### config.mk
export PLATFORM = sky130hd
export DESIGN_NAME = divisor_sum_classifier_flat
export DESIGN_NICKNAME = d
export VERILOG_FILES = /design/src/hw/rtl/dsc_pkg.sv /design/src/hw/rtl/dsc_channels.sv /design/src/hw/rtl/dsc_unit.sv /design/src/hw/rtl/divisor_sum_classifier.sv /design/src/flat_wrapper.sv
export VERILOG_INCLUDE_DIRS = /design/src /design/src/hw/rtl
export SDC_FILE = /design/constraint.sdc
export NUM_CORES = 1
export LEC_CHECK = 0
export BUFFER_PORTS_ARGS = -buffer_cell sky130_fd_sc_hd__buf_2
export CAP_MARGIN = 20
export CORE_AREA = 2 2 220 222
export CTS_CLUSTER_DIAMETER = 100
export DETAILED_ROUTE_END_ITERATION = 10
export DIE_AREA = 0 0 222 224
export SLEW_MARGIN = 10
export SYNTH_ARGS = -nofsm -noshare
export SYNTH_HDL_FRONTEND = slang
export SYNTH_HIERARCHICAL = 1
export SYNTH_SLANG_ARGS = --single-unit
### constraint.sdc
create_clock -name clock -period 16.54 [get_ports clock]
set_clock_uncertainty 0.05 [all_clocks]
set_input_delay 2.481 -clock clock [delete_from_list [all_inputs] [get_ports clock]]
set_output_delay 2.481 -clock clock [all_outputs]
set_load 0.05 [all_outputs]
### src/hw/rtl/assert_macros.svh
// ---------------------------------------------------------------------------
// Assertion macros
// Clocked property checks shared by the RTL, removable as a group.
// ---------------------------------------------------------------------------
`ifndef ASSERT_MACROS_SVH
`define ASSERT_MACROS_SVH

`ifndef NO_ASSERTIONS

// Check a property at every rising edge outside reset
`define ASSERT_CLK(label, clk, rst, prop) \
   label: assert property (@(posedge clk) disable iff (rst) (prop)) \
      else $error("assertion failed");

// Check that a condition implies another at the same edge
`define ASSERT_IMPLY(label, clk, rst, pre, post) \
   label: assert property (@(posedge clk) disable iff (rst) (pre) |-> (post)) \
      else $error("implication failed");

`else

`define ASSERT_CLK(label, clk, rst, prop)
`define ASSERT_IMPLY(label, clk, rst, pre, post)

`endif

`endif

### src/hw/rtl/dsc_pkg.sv
// ---------------------------------------------------------------------------
// dsc_pkg
// Types and constants of the divisor-sum classifier.
// ---------------------------------------------------------------------------
package dsc_pkg;

   localparam int SUM_BITS  = 36;
   localparam int KIND_BITS = 2;
   localparam logic [SUM_BITS-1:0] SUM_MAX = {SUM_BITS{1'b1}};

   // First candidates, then the alternating 6k-1 / 6k+1 steps
   localparam int CAND_FIRST  = 2;
   localparam int CAND_SECOND = 3;
   localparam int CAND_THIRD  = 5;
   localparam int STEP_SHORT  = 2;
   localparam int STEP_LONG   = 4;

   typedef enum logic [KIND_BITS-1:0] {
      KIND_DEFICIENT = 2'd0,
      KIND_PERFECT   = 2'd1,
      KIND_ABUNDANT  = 2'd2
   } kind_type;

   typedef enum logic {
      OP_DIV = 1'b0,
      OP_MUL = 1'b1
   } unit_op_type;

   typedef enum logic [1:0] {
      U_IDLE,
      U_DIV,
      U_MUL
   } unit_state_type;

   typedef enum logic [3:0] {
      S_IDLE,
      S_DIV_GO,
      S_DIV_WAIT,
      S_TERM_GO,
      S_TERM_WAIT,
      S_MERGE_GO,
      S_MERGE_WAIT,
      S_LEFT_GO,
      S_LEFT_WAIT,
      S_CLASSIFY
   } seq_state_type;

   typedef struct packed {
      logic        start;
      unit_op_type op;
      logic        acc_one;
   } unit_cmd_type;

   typedef struct packed {
      logic busy;
      logic done;
      logic sat;
   } unit_sts_type;

endpackage

### src/hw/rtl/dsc_channels.sv
// ---------------------------------------------------------------------------
// dsc channels
// Valid/ready channels for the number beat and the result beat.
// ---------------------------------------------------------------------------
interface dsc_req_if #(
   parameter int NUMBER_BITS = 32
);
   logic                   valid;
   logic                   ready;
   logic [NUMBER_BITS-1:0] number;

   modport source (output valid, output number, input ready);
   modport sink   (input valid, input number, output ready);
endinterface

interface dsc_rsp_if;
   import dsc_pkg::*;

   logic                 valid;
   logic                 ready;
   logic [SUM_BITS-1:0]  divisor_sum;
   logic [KIND_BITS-1:0] kind;

   modport source (output valid, output divisor_sum, output kind, input ready);
   modport sink   (input valid, input divisor_sum, input kind, output ready);
endinterface

### src/hw/rtl/dsc_unit.sv
// ---------------------------------------------------------------------------
// dsc_unit
// Shared iterative arithmetic unit: restoring divide (one quotient bit a
// cycle) and shift-add multiply (one multiplier bit a cycle, saturating).
// ---------------------------------------------------------------------------
module dsc_unit #(
   parameter int NUMBER_BITS = 32,
   parameter int CAND_BITS   = 18
) (
   input  logic                          clock,
   input  logic                          reset,
   input  dsc_pkg::unit_cmd_type         cmd,
   input  logic [NUMBER_BITS-1:0]        div_num,
   input  logic [CAND_BITS-1:0]          div_den,
   input  logic [dsc_pkg::SUM_BITS-1:0]  mul_a,
   input  logic [NUMBER_BITS:0]          mul_b,
   output dsc_pkg::unit_sts_type         sts,
   output logic [NUMBER_BITS-1:0]        quot,
   output logic                          rem_zero,
   output logic [dsc_pkg::SUM_BITS-1:0]  prod
);
   import dsc_pkg::*;

   localparam int COUNT_BITS = $clog2(NUMBER_BITS + 1);

   unit_state_type          state_ff, state_in;
   logic [SUM_BITS-1:0]     x_ff, x_in;      // dividend/quotient or multiplicand
   logic [SUM_BITS-1:0]     y_ff, y_in;      // remainder or accumulator
   logic [NUMBER_BITS:0]    m_ff, m_in;      // divisor or multiplier
   logic [COUNT_BITS-1:0]   count_ff, count_in;
   logic                    big_ff, big_in;  // multiplicand shifted past the top
   logic                    sat_ff, sat_in;
   logic                    done_ff, done_in;

   logic [CAND_BITS:0]      trial;
   logic [CAND_BITS:0]      diff;
   logic                    ge;
   logic [SUM_BITS:0]       add;

   // Hold the control registers
   always_ff @(posedge clock) begin
      if (reset) begin
         state_ff <= U_IDLE;
         done_ff  <= 1'b0;
      end else begin
         state_ff <= state_in;
         done_ff  <= done_in;
      end
   end

   // Hold the datapath registers
   always_ff @(posedge clock) begin
      x_ff     <= x_in;
      y_ff     <= y_in;
      m_ff     <= m_in;
      count_ff <= count_in;
      big_ff   <= big_in;
      sat_ff   <= sat_in;
   end

   // Trial subtract and add shared by the iterations
   always_comb begin
      trial = {y_ff[CAND_BITS-1:0], x_ff[NUMBER_BITS-1]};
      diff  = trial - {1'b0, m_ff[CAND_BITS-1:0]};
      ge    = (trial >= {1'b0, m_ff[CAND_BITS-1:0]});
      add   = {1'b0, y_ff} + {1'b0, x_ff};
   end

   // Sequence the iterations
   always_comb begin
      state_in = state_ff;
      x_in     = x_ff;
      y_in     = y_ff;
      m_in     = m_ff;
      count_in = count_ff;
      big_in   = big_ff;
      sat_in   = sat_ff;
      done_in  = 1'b0;
      case (state_ff)
         U_IDLE: begin
            if (cmd.start) begin
               big_in = 1'b0;
               sat_in = 1'b0;
               if (cmd.op == OP_DIV) begin
                  x_in     = SUM_BITS'(div_num);
                  y_in     = '0;
                  m_in     = (NUMBER_BITS + 1)'(div_den);
                  count_in = COUNT_BITS'(NUMBER_BITS);
                  state_in = U_DIV;
               end else begin
                  x_in     = mul_a;
                  y_in     = SUM_BITS'(cmd.acc_one);
                  m_in     = mul_b;
                  state_in = U_MUL;
               end
            end
         end
         U_DIV: begin
            if (count_ff == '0) begin
               done_in  = 1'b1;
               state_in = U_IDLE;
            end else begin
               // One quotient bit: shift in, subtract where it fits
               y_in     = SUM_BITS'(ge ? diff[CAND_BITS-1:0] : trial[CAND_BITS-1:0]);
               x_in     = {x_ff[SUM_BITS-2:0], ge};
               count_in = count_ff - 1'b1;
            end
         end
         U_MUL: begin
            if (m_ff == '0) begin
               done_in  = 1'b1;
               state_in = U_IDLE;
            end else begin
               // One multiplier bit: add, then double the multiplicand
               if (m_ff[0]) begin
                  y_in   = add[SUM_BITS-1:0];
                  sat_in = sat_ff | add[SUM_BITS] | big_ff;
               end
               x_in   = {x_ff[SUM_BITS-2:0], 1'b0};
               big_in = big_ff | x_ff[SUM_BITS-1];
               m_in   = {1'b0, m_ff[NUMBER_BITS:1]};
            end
         end
         default: begin
            state_in = U_IDLE;
         end
      endcase
   end

   assign sts.busy = (state_ff != U_IDLE);
   assign sts.done = done_ff;
   assign sts.sat  = sat_ff;
   assign quot     = x_ff[NUMBER_BITS-1:0];
   assign rem_zero = (y_ff[CAND_BITS-1:0] == '0);
   assign prod     = y_ff;

endmodule

### src/hw/rtl/divisor_sum_classifier.sv
// ---------------------------------------------------------------------------
// divisor_sum_classifier
// Sum of divisors by trial division, with deficient/perfect/abundant kind.
// ---------------------------------------------------------------------------
//
//   channel   dir  handshake        payload
//   req_bus   in   valid / ready    number [NUMBER_BITS-1:0]
//   rsp_bus   out  valid / ready    divisor_sum [35:0], kind [1:0]
//
// Every candidate costs at least one divide on the shared unit, plus one
// multiply for each factor found and each prime power closed. A prime
// near 2^32 takes about 21850 candidates.
// Reset clears the sequencer and the result valid; there is no clearing pass.
// A number is taken once the sequencer idles; a result waits for the last to go.
// ---------------------------------------------------------------------------
module divisor_sum_classifier #(
   parameter int NUMBER_BITS = 32
) (
   input  logic          clock,
   input  logic          reset,
   dsc_req_if.sink       req_bus,
   dsc_rsp_if.source     rsp_bus
);
   import dsc_pkg::*;

   `include "assert_macros.svh"

   localparam int CAND_BITS = NUMBER_BITS / 2 + 2;

   seq_state_type            state_ff, state_in;
   logic [NUMBER_BITS-1:0]   number_ff, number_in;
   logic [NUMBER_BITS-1:0]   rest_ff, rest_in;
   logic [CAND_BITS-1:0]     cand_ff, cand_in;
   logic                     step_two_ff, step_two_in;   // next step is +2
   logic                     first_ff, first_in;         // first divide of a candidate
   logic                     zero_ff, zero_in;
   logic [NUMBER_BITS:0]     term_ff, term_in;
   logic [SUM_BITS-1:0]      sum_ff, sum_in;
   logic                     rsp_valid_ff, rsp_valid_in;
   logic [SUM_BITS-1:0]      out_sum_ff, out_sum_in;
   kind_type                 out_kind_ff, out_kind_in;

   unit_cmd_type             cmd;
   unit_sts_type             sts;
   logic [SUM_BITS-1:0]      mul_a;
   logic [NUMBER_BITS:0]     mul_b;
   logic [NUMBER_BITS-1:0]   quot;
   logic                     rem_zero;
   logic [SUM_BITS-1:0]      prod;

   logic [CAND_BITS-1:0]     cand_next;
   logic                     step_next;
   logic [SUM_BITS-1:0]      twice;
   logic [SUM_BITS-1:0]      prod_sat;

   dsc_unit #(
      .NUMBER_BITS (NUMBER_BITS),
      .CAND_BITS   (CAND_BITS)
   ) u_unit (
      .clock    (clock),
      .reset    (reset),
      .cmd      (cmd),
      .div_num  (rest_ff),
      .div_den  (cand_ff),
      .mul_a    (mul_a),
      .mul_b    (mul_b),
      .sts      (sts),
      .quot     (quot),
      .rem_zero (rem_zero),
      .prod     (prod)
   );

   // Hold the control registers
   always_ff @(posedge clock) begin
      if (reset) begin
         state_ff     <= S_IDLE;
         rsp_valid_ff <= 1'b0;
      end else begin
         state_ff     <= state_in;
         rsp_valid_ff <= rsp_valid_in;
      end
   end

   // Hold the working and result registers
   always_ff @(posedge clock) begin
      number_ff   <= number_in;
      rest_ff     <= rest_in;
      cand_ff     <= cand_in;
      step_two_ff <= step_two_in;
      first_ff    <= first_in;
      zero_ff     <= zero_in;
      term_ff     <= term_in;
      sum_ff      <= sum_in;
      out_sum_ff  <= out_sum_in;
      out_kind_ff <= out_kind_in;
   end

   // Advance the candidate: 2, 3, 5, then alternate +2 and +4
   always_comb begin
      step_next = step_two_ff;
      if (cand_ff == CAND_BITS'(CAND_FIRST)) begin
         cand_next = CAND_BITS'(CAND_SECOND);
      end else if (cand_ff == CAND_BITS'(CAND_SECOND)) begin
         cand_next = CAND_BITS'(CAND_THIRD);
         step_next = 1'b1;
      end else begin
         cand_next = cand_ff + (step_two_ff ? CAND_BITS'(STEP_SHORT)
                                            : CAND_BITS'(STEP_LONG));
         step_next = ~step_two_ff;
      end
   end

   // Select the multiply operands for the step in hand
   always_comb begin
      case (state_ff)
         S_TERM_GO: begin
            mul_a = SUM_BITS'(term_ff);
            mul_b = (NUMBER_BITS + 1)'(cand_ff);
         end
         S_MERGE_GO: begin
            mul_a = sum_ff;
            mul_b = term_ff;
         end
         default: begin
            mul_a = sum_ff;
            mul_b = (NUMBER_BITS + 1)'(rest_ff) + 1'b1;
         end
      endcase
   end

   assign twice    = SUM_BITS'({number_ff, 1'b0});
   assign prod_sat = sts.sat ? SUM_MAX : prod;

   // Sequence one number through the shared unit
   always_comb begin
      state_in     = state_ff;
      number_in    = number_ff;
      rest_in      = rest_ff;
      cand_in      = cand_ff;
      step_two_in  = step_two_ff;
      first_in     = first_ff;
      zero_in      = zero_ff;
      term_in      = term_ff;
      sum_in       = sum_ff;
      out_sum_in   = out_sum_ff;
      out_kind_in  = out_kind_ff;
      rsp_valid_in = rsp_valid_ff && !rsp_bus.ready;
      cmd          = '{start: 1'b0, op: OP_DIV, acc_one: 1'b0};
      case (state_ff)
         S_IDLE: begin
            if (req_bus.valid) begin
               number_in   = req_bus.number;
               rest_in     = req_bus.number;
               cand_in     = CAND_BITS'(CAND_FIRST);
               step_two_in = 1'b0;
               first_in    = 1'b1;
               term_in     = (NUMBER_BITS + 1)'(1);
               zero_in     = (req_bus.number == '0);
               sum_in      = (req_bus.number == '0) ? '0 : SUM_BITS'(1);
               state_in    = (req_bus.number == '0) ? S_CLASSIFY : S_DIV_GO;
            end
         end
         S_DIV_GO: begin
            cmd      = '{start: 1'b1, op: OP_DIV, acc_one: 1'b0};
            state_in = S_DIV_WAIT;
         end
         S_DIV_WAIT: begin
            if (sts.done) begin
               if (first_ff && (NUMBER_BITS'(cand_ff) > quot)) begin
                  // Candidate squared exceeds the cofactor: stop dividing
                  state_in = (rest_ff != NUMBER_BITS'(1)) ? S_LEFT_GO : S_CLASSIFY;
               end else if (rem_zero) begin
                  rest_in  = quot;
                  first_in = 1'b0;
                  state_in = S_TERM_GO;
               end else if (term_ff == (NUMBER_BITS + 1)'(1)) begin
                  // No factor at this candidate: move on
                  cand_in     = cand_next;
                  step_two_in = step_next;
                  first_in    = 1'b1;
                  state_in    = S_DIV_GO;
               end else begin
                  state_in = S_MERGE_GO;
               end
            end
         end
         S_TERM_GO: begin
            cmd      = '{start: 1'b1, op: OP_MUL, acc_one: 1'b1};
            state_in = S_TERM_WAIT;
         end
         S_TERM_WAIT: begin
            if (sts.done) begin
               term_in  = prod[NUMBER_BITS:0];
               state_in = S_DIV_GO;
            end
         end
         S_MERGE_GO: begin
            cmd      = '{start: 1'b1, op: OP_MUL, acc_one: 1'b0};
            state_in = S_MERGE_WAIT;
         end
         S_MERGE_WAIT: begin
            if (sts.done) begin
               sum_in      = prod_sat;
               term_in     = (NUMBER_BITS + 1)'(1);
               cand_in     = cand_next;
               step_two_in = step_next;
               first_in    = 1'b1;
               state_in    = S_DIV_GO;
            end
         end
         S_LEFT_GO: begin
            cmd      = '{start: 1'b1, op: OP_MUL, acc_one: 1'b0};
            state_in = S_LEFT_WAIT;
         end
         S_LEFT_WAIT: begin
            if (sts.done) begin
               sum_in   = prod_sat;
               state_in = S_CLASSIFY;
            end
         end
         S_CLASSIFY: begin
            // Wait for the previous result beat to drain
            if (!rsp_valid_ff || rsp_bus.ready) begin
               out_sum_in   = sum_ff;
               rsp_valid_in = 1'b1;
               if (zero_ff || (sum_ff < twice)) begin
                  out_kind_in = KIND_DEFICIENT;
               end else if (sum_ff == twice) begin
                  out_kind_in = KIND_PERFECT;
               end else begin
                  out_kind_in = KIND_ABUNDANT;
               end
               state_in = S_IDLE;
            end
         end
         default: begin
            state_in = S_IDLE;
         end
      endcase
   end

   assign req_bus.ready       = (state_ff == S_IDLE);
   assign rsp_bus.valid       = rsp_valid_ff;
   assign rsp_bus.divisor_sum = out_sum_ff;
   assign rsp_bus.kind        = out_kind_ff;

   // The running sum never drops to zero while a non-zero number is in work
   `ASSERT_IMPLY(a_sum_nonzero, clock, reset, (state_ff != S_IDLE) && !zero_ff, sum_ff != '0)
   // The cofactor stays non-zero whenever a divide is launched
   `ASSERT_IMPLY(a_rest_nonzero, clock, reset, state_ff == S_DIV_GO, rest_ff != '0)
   // Past 2 every candidate is odd
   `ASSERT_IMPLY(a_cand_odd, clock, reset, (state_ff == S_DIV_GO) && (cand_ff != CAND_BITS'(CAND_FIRST)), cand_ff[0])
   // The shared unit is only started when it is free
   `ASSERT_IMPLY(a_unit_free, clock, reset, cmd.start, !sts.busy && !sts.done)

endmodule
### src/flat_wrapper.sv
// flat-port wrapper written by rule: the top's interface ports become plain ports
module divisor_sum_classifier_flat import dsc_pkg::*;
#(
   parameter int NUMBER_BITS = 32
)
  (clock, reset, req_bus_valid, req_bus_number, req_bus_ready, rsp_bus_valid, rsp_bus_divisor_sum, rsp_bus_kind, rsp_bus_ready);
  dsc_req_if #(.NUMBER_BITS(NUMBER_BITS)) req_bus_i ();
  dsc_rsp_if rsp_bus_i ();
  input  logic clock;
  input  logic reset;
  input wire logic [$bits(req_bus_i.valid)-1:0] req_bus_valid;
  input wire logic [$bits(req_bus_i.number)-1:0] req_bus_number;
  output wire logic [$bits(req_bus_i.ready)-1:0] req_bus_ready;
  output wire logic [$bits(rsp_bus_i.valid)-1:0] rsp_bus_valid;
  output wire logic [$bits(rsp_bus_i.divisor_sum)-1:0] rsp_bus_divisor_sum;
  output wire logic [$bits(rsp_bus_i.kind)-1:0] rsp_bus_kind;
  input wire logic [$bits(rsp_bus_i.ready)-1:0] rsp_bus_ready;
  assign req_bus_i.valid = req_bus_valid;
  assign req_bus_i.number = req_bus_number;
  assign req_bus_ready = req_bus_i.ready;
  assign rsp_bus_valid = rsp_bus_i.valid;
  assign rsp_bus_divisor_sum = rsp_bus_i.divisor_sum;
  assign rsp_bus_kind = rsp_bus_i.kind;
  assign rsp_bus_i.ready = rsp_bus_ready;
  divisor_sum_classifier #(.NUMBER_BITS(NUMBER_BITS)) u_core (.clock(clock), .reset(reset), .req_bus(req_bus_i), .rsp_bus(rsp_bus_i));
endmodule
**Word level (Yosys, flattened, before mapping)**

Index checks and enable logic that the tools add are counted.

- Bits of input ports: 36
- Register bits: 313
- Logic and storage cells: 195

- Multiplexer cells: 91
- Bitwise operators: 4
- Add/subtract/negate cells: 5
- Reduce and logical (&&, ||, !) cells: 36
- Magnitude comparators: 3
- Equal/unequal tests: 36

Operator list:

| operator | number |
|---|---|
| $mux 36 | 12 |
| $pmux 36 s3 | 2 |
| $mux 33 | 6 |
| $mux 18 | 9 |
| $pmux 33 s2 | 2 |
| $mux 32 | 4 |
| $pmux 33 s3 | 1 |
| $pmux 36 s2 | 1 |
| $pmux 32 s2 | 1 |
| $pmux 18 s3 | 1 |
| $add 36x36->37 | 1 |
| $eq 18x2->1 const B | 2 |
| $eq 36x33->1 | 1 |
| $lt 36x33->1 | 1 |
| $mux 4 | 9 |
| $pmux 4 s9 | 1 |
| $add 32x1->33 const B | 1 |
| $eq 33x1->1 const B | 1 |
| $logic_not 33->1 | 1 |
| $gt 18x32->1 | 1 |
| $logic_not 32->1 | 1 |
| $ne 32x1->1 const B | 1 |
| $ne 2x2->1 const B | 13 |
| $mux 1 | 24 |
| 38 further kinds | 78 |

**Depth between registers and ports, before layout**

- Depth after elaboration: 9
- Gate-level depth with buffers: 13
- Mapped depth without buffers: 13

**Hierarchy**

The synthesis kept the hierarchy.

By module, submodules not included:

| module | cells each | area an instance (µm²) | instances |
|---|---|---|---|
| divisor_sum_classifier | 907 | 10760.3 | 1 |
| dsc_unit | 854 | 8386.8 | 1 |

**Worst setup path after synthesis**

No wires, ideal clock.

- Path type: in2reg
- Start: in req_bus_valid
- End: reg u_core.rest_ff[0], enable pin
- Setup time: 0.595 ns
- Setup slack: 8.050 ns
- Cell stages on the path: 3
- Data arrival time: 7.845 ns
- Path through: nor2b_1 > a2111oi_0 > a2111oi_0

- Cells in the longest elaborated chain, start to end: 2

RTL lines:

| item | line | source |
|---|---|---|
| start: declaration | flat_wrapper.sv:11 | `input wire logic [$bits(req_bus_i.valid)-1:0] req_bus_valid;` |
| $ne 2x2->1 (no source line) | -- |  |
| $reduce_and 5->1 (no source line) | -- |  |
| end signal: assignment | divisor_sum_classifier.sv:87 | `rest_ff <= rest_in;` |
| end: declaration | divisor_sum_classifier.sv:32 | `logic [NUMBER_BITS-1:0] rest_ff, rest_in;` |

Every way passes these cells.
A chain may end at the register's enable or synchronous reset.

**Final worst setup path**

- Start: reg u_core.state_ff[2]
- End: out req_bus_ready

- Cells in the longest elaborated chain, start to end: 1

RTL lines:

| item | line | source |
|---|---|---|
| start: declaration | divisor_sum_classifier.sv:30 | `seq_state_type state_ff, state_in;` |
| start signal: assignment | divisor_sum_classifier.sv:79 | `state_ff <= state_in;` |
| $logic_not 4->1 | divisor_sum_classifier.sv:242 | `assign req_bus.ready = (state_ff == S_IDLE);` |
| end: declaration | flat_wrapper.sv:13 | `output wire logic [$bits(req_bus_i.ready)-1:0] req_bus_ready;` |

Every way passes these cells.

==> impl_metrics.env <==
export IMPL_ys_async_sr_fraction_pct=0
export IMPL_ir_worst_vdd_v=0.0000794
export IMPL_timing_max_slew_rel_slack_pct=28.5
export IMPL_ys_seq_elements=313
export IMPL_drc=0
export IMPL_synth_top_family_by_area="simple AND/OR/NAND/NOR gates"
export IMPL_grtUsageTotal_pct=22.6
export IMPL_p_leak_uw=0.00785
export IMPL_synth_adder_area_share_pct=7.76
export IMPL_port_buffers=75
export IMPL_overflow=0
export IMPL_outcome="finished, final reports clean"
export IMPL_gp_congestion=0.920
export IMPL_hp_class="reg2reg"
export IMPL_post_route_period_util_pct=27.4
export IMPL_cp_data_required_time_ns=14.01
export IMPL_final_cell_mix="edfxtp_1 (305), nand2_1 (129), ha_1 (114)"
export IMPL_start_util_pct=40.4
export IMPL_power_density_nw_per_um2=192
export IMPL_synth_edf_count=305
export IMPL_period_needed_ns=4.54
export IMPL_hpwl_mm=41.7
export IMPL_antenna_found_initial=0
export IMPL_detail_route_first_pass_iterations=6
export IMPL_synthXorXnorAreaFrac_pct=4.12
export IMPL_drv_slew=0
export IMPL_multi_input_area_um2=8960
export IMPL_ctsResizeCount=0
export IMPL_vias_per_cell=5.85
export IMPL_worst_slack_ns=12.00
export IMPL_dieHeight_um=224
export IMPL_regArea_um2=9320
export IMPL_crit_arrival_ns=2.01
export IMPL_design_core_area_um2=47300
export IMPL_die_x_um=222
export IMPL_tritoncts="built"
export IMPL_critPathKind="reg2out"
export IMPL_n_antenna_cell=0
export IMPL_die_area_um2=49700
export IMPL_startpoint_type="register"
export IMPL_numClockSinks=313
export IMPL_tightest_slew_ns=1.07
export IMPL_insertion_delay_ns=0.54
export IMPL_syn_area_um2=19100
export IMPL_synth_main_ff_cell="edfxtp_1"
export IMPL_grt_max_degree=63
export IMPL_synth_largest_area_cell="edfxtp_1"
export IMPL_end_kind="output pin"
export IMPL_path_max_fanout=17
export IMPL_htreeDepth=2
export IMPL_routed_wl_mm=56.6
export IMPL_yosys_top_cells_area="edfxtp_1 (48%), ha_1 (7.4%), mux2_2 (3.8%)"
export IMPL_synth_compound_area_share_pct=13.3
export IMPL_antenna_left=0
export IMPL_dr_first_iter_drc_count=1298
export IMPL_instances_no_fill=2436
export IMPL_row_count=80
export IMPL_yosysTopAreaCellShare_pct=47.8
export IMPL_n_fill_cell=4325
export IMPL_timing_fmax_mhz=220
export IMPL_ctsLongestPathBuffers=3
export IMPL_drive_gt1_share_pct=14.2
export IMPL_grt_pass1_wl_mm=85.5
export IMPL_syn_to_final_growth_pct=11.0
export IMPL_final_setup_tns_ns=0
export IMPL_synth_cells=1761
export IMPL_final_common_cell="edfxtp_1"
export IMPL_seq_area_frac_synth_pct=48.7
export IMPL_rsz0062_at_grt="false"
export IMPL_clock_root_buffer="clkbuf_16"
export IMPL_synth_distinct_cells=78
export IMPL_slowest_stage="dfxtp_1"
export IMPL_nets=1948
export IMPL_io_pins=76
export IMPL_hold_ws_ns=0.477
export IMPL_cts_inserted_buffers=37
export IMPL_setup_viol=0
export IMPL_pre_cts_ws_ns=11.99
export IMPL_crit_path_cell_trace="nor2_1, nand2_1, inv_1, buf_2"
export IMPL_synthMuxAreaShare_pct=7.50
export IMPL_maxCapViolCount=0
export IMPL_grt_pass1_vias=13800
export IMPL_synth_nets=1914
export IMPL_place_area_um2=20000
export IMPL_synthSimpleGateAreaFrac_pct=13.8
export IMPL_max_stage_delay_ns=0.77
export IMPL_finalHoldViolCount=0
export IMPL_clkSlewWorstSetupHoldPaths_ns=0.06
export IMPL_dr_total_vias=14300
export IMPL_cts_setup_buffers=0
export IMPL_final_area_um2=21300
export IMPL_wl_per_cell_um=23.2
export IMPL_syn_area_per_cell_um2=10.9
export IMPL_cts_hold_fix_buffers=0
export IMPL_placed_cells=2369
export IMPL_yosysWarnings=6
metrics by stage:
stage	utilization [%]	power, uW
floorplan	-	2700
global placement	42.2	3170
detailed placement	42.2	3190
CTS	44.8	4070
global route	44.9	4340
finish	44.9	4090
layer usage:
layer | track usage (%) | up-vias | share of wire [%]
li1 | - | 6594 | -
met1 | 32.4 | 6932 | 45
met2 | 34.1 | 640 | 43
met3 | 3.59 | 88 | 7.9
met4 | 9.00 | 0 | 3.9
met5 | 0 | - | 0
cell families (layout without fill, tap and decap cells):
kind of cell               count (synthesis)  in the layout
xor gates and xnor gates                  90             90
buffers and inverters                    205            265
AOI/OAI and AO/OA                        391            391
adders and majority gates                117            117
and+or+nand+nor                          510            510
muxes                                    135            135
DFF                                      313            313
flip-flops by register name (all words and copies together) (netlist names):
name                        cells
u_core/cand_ff                 18
u_core/first_ff                 1
u_core/number_ff               32
u_core/rest_ff                 32
u_core/rsp_bus.divisor_sum     36
u_core/rsp_bus.kind             2
u_core/rsp_bus.valid            1
u_core/state_ff                 4
u_core/step_two_ff              1
u_core/sum_ff                  36
u_core/term_ff                 33
u_core/u_unit/big_ff            1
u_core/u_unit/count_ff          6
u_core/u_unit/done_ff           1
u_core/u_unit/m_ff             33
u_core/u_unit/prod             36
u_core/u_unit/sat_ff            1
u_core/u_unit/state_ff          2
u_core/u_unit/x_ff             36
u_core/zero_ff                  1
cell usage after synthesis (5+ instances only):
library cell and count:
nor2b_1 16, a21oi_1 66, o21a_1 41, nand3_1 38, o21bai_1 11, or2_2 6, a21o_1 30, buf_4 36
nand2_1 129, clkbuf_1 39, or3_1 6, and3_1 16, ha_1 114, xor2_1 46, a22o_1 20, a31oi_1 13
a22oi_1 21, xnor2_1 44, inv_1 103, nor3_1 26, nor2_1 108, o31ai_1 5, dfxtp_1 8, mux2i_1 70
a211o_1 6, nor4_1 43, edfxtp_1 305, buf_1 6, nand4_1 34, o21ai_1 7, a211oi_1 8, buf_2 19
and2_1 44, o22ai_1 14, nand2b_1 8, o21ai_0 112, nor3b_1 6, mux2_2 64, a21boi_0 6
worst max-delay path: cells and delay by family, from the launching register on:
| kind | cells | cell delay [ns] |
|---|---|---|
| buffers and inverters | 2 | 0.27 |
| and+or+nand+nor | 2 | 0.43 |
| DFF | 1 | 0.77 |
cell type report:
type                       instances  area share, %
sequential                       313           43.8
multi-input combinational       1243           42.1
clock buffer                      45           4.70
tap                              615           3.62
timing repair buffer              97           2.66
inverter                         103           1.82
clock inverter                    20           1.25
report_power, final:
part	leakage [uW]	internal, uW	switching (uW)	total (uW)
combinational	0.00423	667	1010	1670
sequential	0.00300	1200	360	1560
clock	0.000617	525	330	855
total	0.00785	2390	1700	4090
path summary, 6_finish.rpt:
check / startpoint / endpoint / slack, ns / depth (start not counted)
worst max-delay path: u_core/state_ff[2] / req_bus_ready / 12.00 / 4
worst min-delay path: u_core/sum_ff[33] / u_core/rsp_bus.divisor_sum[33] / 0.48 / 0
worst max register to register: u_core/u_unit/prod[0] / u_core/u_unit/prod[20] / 12.96 / 11
worst min register to register: u_core/sum_ff[33] / u_core/rsp_bus.divisor_sum[33] / 0.48 / 0
Power figures use the tool's default switching activity.
